`config.mk`:
```
export PLATFORM = sky130hd
export DESIGN_NAME = itse_calc
export DESIGN_NICKNAME = d
export VERILOG_FILES = /design/src/design/itse_pkg.sv /design/src/design/itse_calc.sv
export SDC_FILE = /design/constraint.sdc
export NUM_CORES = 1
export LEC_CHECK = 0
export BUFFER_PORTS_ARGS = -buffer_cell sky130_fd_sc_hd__buf_2
export CORE_MARGIN = 5
export CORE_UTILIZATION = 41
export DETAILED_ROUTE_END_ITERATION = 16
export HOLD_SLACK_MARGIN = 0.02
export SYNTH_ARGS = -nofsm -noshare
export SYNTH_HDL_FRONTEND = slang
export SYNTH_SLANG_ARGS = --single-unit
export TNS_END_PERCENT = 100
```
`constraint.sdc`:
```
create_clock -name clk -period 10.8 [get_ports clk]
set_input_delay 1.08 -clock clk [delete_from_list [all_inputs] [get_ports clk]]
set_output_delay 1.08 -clock clk [all_outputs]
set_load 0.1 [all_outputs]
```
`src/design/itse_pkg.sv`:
```
package itse_pkg;

	localparam logic [4:0] STR_LEN = 5'd22;
	localparam logic [4:0] POS_SAT = 5'd23;

	localparam logic [7:0] CH_TWO   = 8'h32;
	localparam logic [7:0] CH_ZERO  = 8'h30;
	localparam logic [7:0] CH_DASH  = 8'h2D;
	localparam logic [7:0] CH_T     = 8'h54;
	localparam logic [7:0] CH_COLON = 8'h3A;
	localparam logic [7:0] CH_Z     = 8'h5A;
	localparam logic [7:0] CH_UNDER = 8'h5F;
	localparam logic [7:0] CH_NINE  = 8'h39;

	localparam logic [16:0] K_VAL_ONE   = 17'd1;
	localparam logic [16:0] K_VAL_MIN   = 17'd60;
	localparam logic [16:0] K_VAL_HOUR  = 17'd3600;
	localparam logic [16:0] K_VAL_YEAR  = 17'd365;
	localparam logic [16:0] K_VAL_DAY   = 17'd86400;

	typedef struct packed {
		logic [7:0] char_code;
		logic       last_char;
	} in_t;

	typedef struct packed {
		logic        accepted;
		logic        clock_set;
		logic [15:0] days_since_2000;
		logic [31:0] seconds_since_2000;
		logic [3:0]  weekday;
	} out_t;

	typedef struct packed {
		logic [7:0] year;
		logic [7:0] month;
		logic [7:0] day;
		logic [7:0] hour;
		logic [7:0] minute;
		logic [7:0] second;
	} bcd_fields_t;

	typedef struct packed {
		logic commit;
		logic done;
	} calc_stat_t;

	typedef struct packed {
		logic       is_digit;
		logic [3:0] idx;
	} slot_t;

	typedef enum logic [3:0] {
		OPND_ZERO,
		OPND_YEAR,
		OPND_YQ,
		OPND_MPART,
		OPND_DAY,
		OPND_DAYS,
		OPND_HOUR,
		OPND_MIN,
		OPND_SEC
	} opnd_t;

	typedef enum logic [2:0] {
		K_ONE,
		K_SIXTY,
		K_HOUR,
		K_YEAR,
		K_DAY
	} kmul_t;

	typedef enum logic [1:0] {
		J_NONE,
		J_UNSET,
		J_ALWAYS
	} jump_t;

	typedef struct packed {
		opnd_t      opnd;
		kmul_t      kmul;
		logic       acc_en;
		logic       acc_clr;
		logic       day_ld;
		logic       day_clr;
		logic       commit;
		jump_t      jump;
		logic [3:0] target;
		logic       last;
	} uword_t;

	localparam logic [3:0] STEP_ZERO_OUT = 4'd11;
	localparam logic [3:0] STEP_EMIT     = 4'd12;

	// digit slot of each string position
	function automatic slot_t slot_of_pos(input logic [4:0] pos);
		slot_t s;
		s.is_digit = 1'b1;
		s.idx      = 4'd0;
		case (pos)
			5'd2:    s.idx = 4'd0;
			5'd3:    s.idx = 4'd1;
			5'd5:    s.idx = 4'd2;
			5'd6:    s.idx = 4'd3;
			5'd8:    s.idx = 4'd4;
			5'd9:    s.idx = 4'd5;
			5'd11:   s.idx = 4'd6;
			5'd12:   s.idx = 4'd7;
			5'd14:   s.idx = 4'd8;
			5'd15:   s.idx = 4'd9;
			5'd17:   s.idx = 4'd10;
			5'd18:   s.idx = 4'd11;
			5'd21:   s.idx = 4'd12;
			default: s.is_digit = 1'b0;
		endcase
		return s;
	endfunction

	// separator expected at each fixed position
	function automatic logic [7:0] fixed_char(input logic [4:0] pos);
		logic [7:0] c;
		c = 8'h00;
		case (pos)
			5'd0:    c = CH_TWO;
			5'd1:    c = CH_ZERO;
			5'd4:    c = CH_DASH;
			5'd7:    c = CH_DASH;
			5'd10:   c = CH_T;
			5'd13:   c = CH_COLON;
			5'd16:   c = CH_COLON;
			5'd19:   c = CH_Z;
			5'd20:   c = CH_UNDER;
			default: c = 8'h00;
		endcase
		return c;
	endfunction

	function automatic logic [6:0] bcd_value(input logic [7:0] b);
		return 7'({3'b000, b[7:4]} * 7'd10) + {3'b000, b[3:0]};
	endfunction

	// days in the months before month mo
	function automatic logic [11:0] month_offset(input logic [6:0] mo, input logic leap);
		logic [6:0]  n;
		logic [6:0]  k;
		logic [11:0] base;
		n = (mo == 7'd0) ? 7'd0 : mo - 7'd1;
		k = n - 7'd7;
		case (n)
			7'd0:    base = 12'd0;
			7'd1:    base = 12'd31;
			7'd2:    base = 12'd59;
			7'd3:    base = 12'd90;
			7'd4:    base = 12'd120;
			7'd5:    base = 12'd151;
			7'd6:    base = 12'd181;
			7'd7:    base = 12'd212;
			default: base = 12'd212 + 12'({5'b00000, k} * 12'd30) + {5'b00000, (k + 7'd1) >> 1};
		endcase
		if (leap && n >= 7'd2)
			base = base + 12'd1;
		return base;
	endfunction

	localparam uword_t UW_NOP = '{
		opnd:    OPND_ZERO,
		kmul:    K_ONE,
		acc_en:  1'b0,
		acc_clr: 1'b0,
		day_ld:  1'b0,
		day_clr: 1'b0,
		commit:  1'b0,
		jump:    J_NONE,
		target:  4'd0,
		last:    1'b0
	};

	// microprogram run once per string after its final character
	function automatic uword_t ucode(input logic [3:0] step);
		uword_t w;
		w = UW_NOP;
		case (step)
			4'd0: w.commit = 1'b1;
			4'd1: begin
				w.jump   = J_UNSET;
				w.target = STEP_ZERO_OUT;
			end
			4'd2: begin
				w.opnd    = OPND_YEAR;
				w.kmul    = K_YEAR;
				w.acc_en  = 1'b1;
				w.acc_clr = 1'b1;
			end
			4'd3: begin
				w.opnd   = OPND_YQ;
				w.acc_en = 1'b1;
			end
			4'd4: begin
				w.opnd   = OPND_MPART;
				w.acc_en = 1'b1;
			end
			4'd5: begin
				w.opnd   = OPND_DAY;
				w.acc_en = 1'b1;
			end
			4'd6: w.day_ld = 1'b1;
			4'd7: begin
				w.opnd    = OPND_DAYS;
				w.kmul    = K_DAY;
				w.acc_en  = 1'b1;
				w.acc_clr = 1'b1;
			end
			4'd8: begin
				w.opnd   = OPND_HOUR;
				w.kmul   = K_HOUR;
				w.acc_en = 1'b1;
			end
			4'd9: begin
				w.opnd   = OPND_MIN;
				w.kmul   = K_SIXTY;
				w.acc_en = 1'b1;
			end
			4'd10: begin
				w.opnd   = OPND_SEC;
				w.acc_en = 1'b1;
				w.jump   = J_ALWAYS;
				w.target = STEP_EMIT;
			end
			4'd11: begin
				w.acc_en  = 1'b1;
				w.acc_clr = 1'b1;
				w.day_clr = 1'b1;
			end
			default: w.last = 1'b1;
		endcase
		return w;
	endfunction

endpackage

```
`src/design/itse_calc.sv`:
```
module itse_calc (
	input  logic                   clk,
	input  logic                   arst_n,
	input  logic                   run,
	input  logic                   go,
	input  itse_pkg::bcd_fields_t  fields,
	input  logic                   time_valid,
	output itse_pkg::calc_stat_t   stat,
	output logic [15:0]            days,
	output logic [31:0]            secs
);

	logic [3:0]       step_q;
	itse_pkg::uword_t uw;
	logic [6:0]       yr;
	logic [5:0]       yq;
	logic [11:0]      mpart;
	logic [15:0]      opnd_val;
	logic [16:0]      kval;
	logic [32:0]      prod;
	logic [31:0]      acc_q;
	logic [15:0]      days_q;
	logic             take_jump;

	assign uw = itse_pkg::ucode(step_q);

	assign yr    = itse_pkg::bcd_value(fields.year);
	assign yq    = 6'(({1'b0, yr} + 8'd3) >> 2);
	assign mpart = itse_pkg::month_offset(itse_pkg::bcd_value(fields.month), yr[1:0] == 2'b00);

	always_comb begin
		case (uw.opnd)
			itse_pkg::OPND_YEAR:  opnd_val = {9'd0, yr};
			itse_pkg::OPND_YQ:    opnd_val = {10'd0, yq};
			itse_pkg::OPND_MPART: opnd_val = {4'd0, mpart};
			itse_pkg::OPND_DAY:   opnd_val = {9'd0, itse_pkg::bcd_value(fields.day)};
			itse_pkg::OPND_DAYS:  opnd_val = days_q;
			itse_pkg::OPND_HOUR:  opnd_val = {9'd0, itse_pkg::bcd_value(fields.hour)};
			itse_pkg::OPND_MIN:   opnd_val = {9'd0, itse_pkg::bcd_value(fields.minute)};
			itse_pkg::OPND_SEC:   opnd_val = {9'd0, itse_pkg::bcd_value(fields.second)};
			default:              opnd_val = 16'd0;
		endcase
	end

	always_comb begin
		case (uw.kmul)
			itse_pkg::K_SIXTY: kval = itse_pkg::K_VAL_MIN;
			itse_pkg::K_HOUR:  kval = itse_pkg::K_VAL_HOUR;
			itse_pkg::K_YEAR:  kval = itse_pkg::K_VAL_YEAR;
			itse_pkg::K_DAY:   kval = itse_pkg::K_VAL_DAY;
			default:           kval = itse_pkg::K_VAL_ONE;
		endcase
	end

	assign prod = {17'd0, opnd_val} * {16'd0, kval};

	assign take_jump = (uw.jump == itse_pkg::J_ALWAYS) ||
		(uw.jump == itse_pkg::J_UNSET && !time_valid);

	always_ff @(posedge clk or negedge arst_n) begin
		if (!arst_n) begin
			step_q <= 4'd0;
		end else if (!run) begin
			step_q <= 4'd0;
		end else if (uw.last) begin
			if (go)
				step_q <= 4'd0;
		end else if (take_jump) begin
			step_q <= uw.target;
		end else begin
			step_q <= step_q + 4'd1;
		end
	end

	always_ff @(posedge clk) begin
		if (run && uw.acc_en)
			acc_q <= uw.acc_clr ? prod[31:0] : acc_q + prod[31:0];
		if (run && uw.day_clr)
			days_q <= 16'd0;
		else if (run && uw.day_ld)
			days_q <= acc_q[15:0] - 16'd1;
	end

	assign stat = '{commit: run && uw.commit, done: run && uw.last && go};
	assign days = days_q;
	assign secs = acc_q;

endmodule

```
==> summary.md <==
| Metric | Value |
|---|---|
| Status | `complete, but fails checks` |
| Failing checks | `setup timing` |
| Fin worst setup slack | `-2.76 ns` |
| Post-DP HPWL | `34.3 mm` |
| Post-synth cell types | `88` |
| Data arrival time of the critical path | `13.63 ns` |
| Area leader, netlist | `fa_1` |
| Remaining Overflow, GRT | `0` |
| CTS buffer count | `5` |
| Number of core rows | `69` |
| CP Max Fanout | `4` |
| FFs w/ async S/R, synth | `0.0769` |
| Post-DRT Antenna Nets | `0` |
| Top cell type's share of synthesized area | `0.246` |
| Clk Tree Root Cell | `clkbuf_16` |
| Synth Cell Area | `14,600 um^2` |
| Post-Syn Instances | `1,669` |
| Commonest cells in the netlist | `inv_1, ha_1, fa_1, nor2_1, nand2_1` |
| Worst-Skew Late Latency | `0.31 ns` |
| Largest net degree at the start of global routing | `46` |
| Max incr delay on CP | `0.54 ns` |
| Total number of vias | `~13,000` |
| WHS | `approximately 0.56 ns` |
| CTS max path bufs | `2` |
| Die H | `roughly 200 um` |
| Max cap viols | `0` |
| Vias in the first global route | `14,265` |
| GRT Util Overall | `0.212` |
| Hold buffers post-CTS | `0` |
| Setup TNS | `-45.75 ns` |
| Most numerous cell in the Yosys netlist | `inv_1` |
| Number of flops mapped to enable cells by yosys | `32` |
| Final setup fails | `23` |
| Gpl congestion | `0.950` |
| Post-route clock skew | `0.00963 ns` |
| Worst Path Required | `around 11 ns` |
| Area occupied by registers | `1380 um^2` |
| R2R depth | `42` |
| Register area share after synthesis | `0.0944` |
| Synth area leaders | `fa_1, ha_1, inv_1` |
| Yosys warns | `0` |
| RR Startpoint | `step_q[0]$_DFFE_PN0P_` |
| Initial Util | `0.414` |
| Core ar. | `35,400 um^2` |
| Worst-path clk slew | `0.08 ns` |
| Tmin final | `13.56 ns` |
| Routed WL | `roughly 42 mm` |
| Drc violations | `0` |
| Critical Path End Type | `flip-flop` |
| Wire length per cell | `16.0 um` |
| Footprint of the multi-input gates | `14,000 um^2` |
| R2r endpoint | `secs[31]$_DFFE_PP_` |
| CTS H-tree lvls | `2` |
| CTS Sinks | `52` |
| Worst Tran Pin Value | `0.908 ns` |
| PortBufs | `about 100` |
| Ant diodes | `0` |
| Critical path class | `primary input to flip-flop` |
| Die width | `199 um` |
| DIE AREA | `39,600 um^2` |
| Vias per inst | `5.08` |
| First drt pass iteration count | `6` |
| RSZ-0062 raised after global routing | `true` |
| I/O pins | `103` |
| First-pass GRT wire length | `69.0 mm` |
| Worst Setup Start Kind | `primary input` |
| Worst hold path type | `primary input to asynchronous set/reset pin` |
| Syn Area/Cell | `about 8.8 um^2` |
| Seq cells post-synth | `52` |
| R2R Setup Slk | `about 0.7 ns` |
| FMAX | `0.0737 GHz` |
| Final nets | `2,640` |
| DRT iter0 DRCs | `592` |
| Area Growth Syn to Fin | `41.4%` |
| Fillers | `3,046` |
| Final Cycle Share | `1.26` |
| TritonCTS clock tree | `built` |
| CP max-delay cell | `fa_2` |
| Layout cells sized above 1 | `0.346` |
| Initial antenna violation count | `0` |
| Final hold viol count | `0` |
| Slew Viols, Final | `0` |
| Slew HR | `0.390` |
| Most used flip-flop cell after synthesis | `edfxtp_1` |
-- final cells by class --
type | count | share of cell area
clock buffer | 8 | 0.00864
inverter | 277 | 0.0503
multi-input combinational | 1365 | 0.677
sequential | 52 | 0.0667
tap | 461 | 0.0279
timing repair buffer | 483 | 0.170
-- cells in the final DEF, fill, tap and decap left out, types with 21 or more instances in the layout --
cell	Yosys	final
o21ai_0	63	30
nand2b_1	24	21
o21ai_1	4	24
ha_1	223	182
nor2_1	120	106
edfxtp_1	32	32
buf_6	1	35
a21oi_1	77	48
buf_4	0	347
xor2_1	44	40
fa_1	180	175
a21oi_2	1	21
buf_2	1	100
a21o_1	44	43
inv_1	276	247
ha_4	0	37
xnor2_2	1	21
xnor2_1	93	65
inv_2	1	29
conb_1	2	56
nand2_1	111	100
nand3_1	27	23
-- stage by stage --
stage	setup WS, ns	cell area, um^2	instances	util
2_1_floorplan	-3.06	15400	1723	-
3_3_place_gp	-3.27	18700	2574	0.529
3_5_place_dp	-3.52	18700	2574	0.529
4_1_cts	-2.72	19900	2627	0.564
5_1_grt	-3.25	20700	2646	0.585
6_report	-2.76	20700	2646	0.585
-- critical path, delay by kind of cell --
kind,cells,cell delay (ns)
muxes,1,0.26
buffers and inverters,12,0.89
and+or+nand+nor,8,1.34
adders and majority gates,17,6.32
xor gates and xnor gates,6,0.93
AOI/OAI and AO/OA,14,2.78
-- per-layer routing --
metal,vias up,GRT usage,part of all wire
met1,6479,0.281,0.44
met4,0,0.0545,0.025
met5,-,0,0
li1,6603,-,-
met3,64,0.0124,0.035
met2,284,0.378,0.50
-- sequential cells by signal (all words and copies together), names as in the netlist --
register  flops
days         16
secs         32
step_q        4
-- kinds of logic (layout without fill, tap and decap cells) --
family,count (synthesis),after routing,synth area share
compound gates,333,333,0.153
xor+xnor,140,140,0.0862
fa+ha+maj,405,405,0.438
buf+inv,306,768,0.0791
flops,52,52,0.0944
mux,14,14,0.0109
other cells,2,56,0.000513
simple gates,417,417,0.138
-- worst max-delay path by stage --
stage | start | end | slack [ns]
2_1_floorplan | fields[39] | secs[30]$_DFFE_PP_ | -3.06
3_3_place_gp | fields[39] | secs[30]$_DFFE_PP_ | -3.27
3_5_place_dp | fields[39] | secs[31]$_DFFE_PP_ | -3.52
4_1_cts | fields[39] | secs[30]$_DFFE_PP_ | -2.72
5_1_grt | fields[39] | secs[30]$_DFFE_PP_ | -3.25
6_report | fields[39] | secs[31]$_DFFE_PP_ | -2.76
-- repair_timing --
| item | CTS | global route |
|---|---|---|
| pin swaps | 111 | 95 |
| endpoints found under the setup margin | 24 | 26 |
| cloned | 0 | 0 |
| buffers inserted | 47 | 26 |
| gates resized for setup | 146 | 128 |
Power is not shown: default switching activity piles up to over one toggle a cycle in this logic, so the estimate is an artifact.
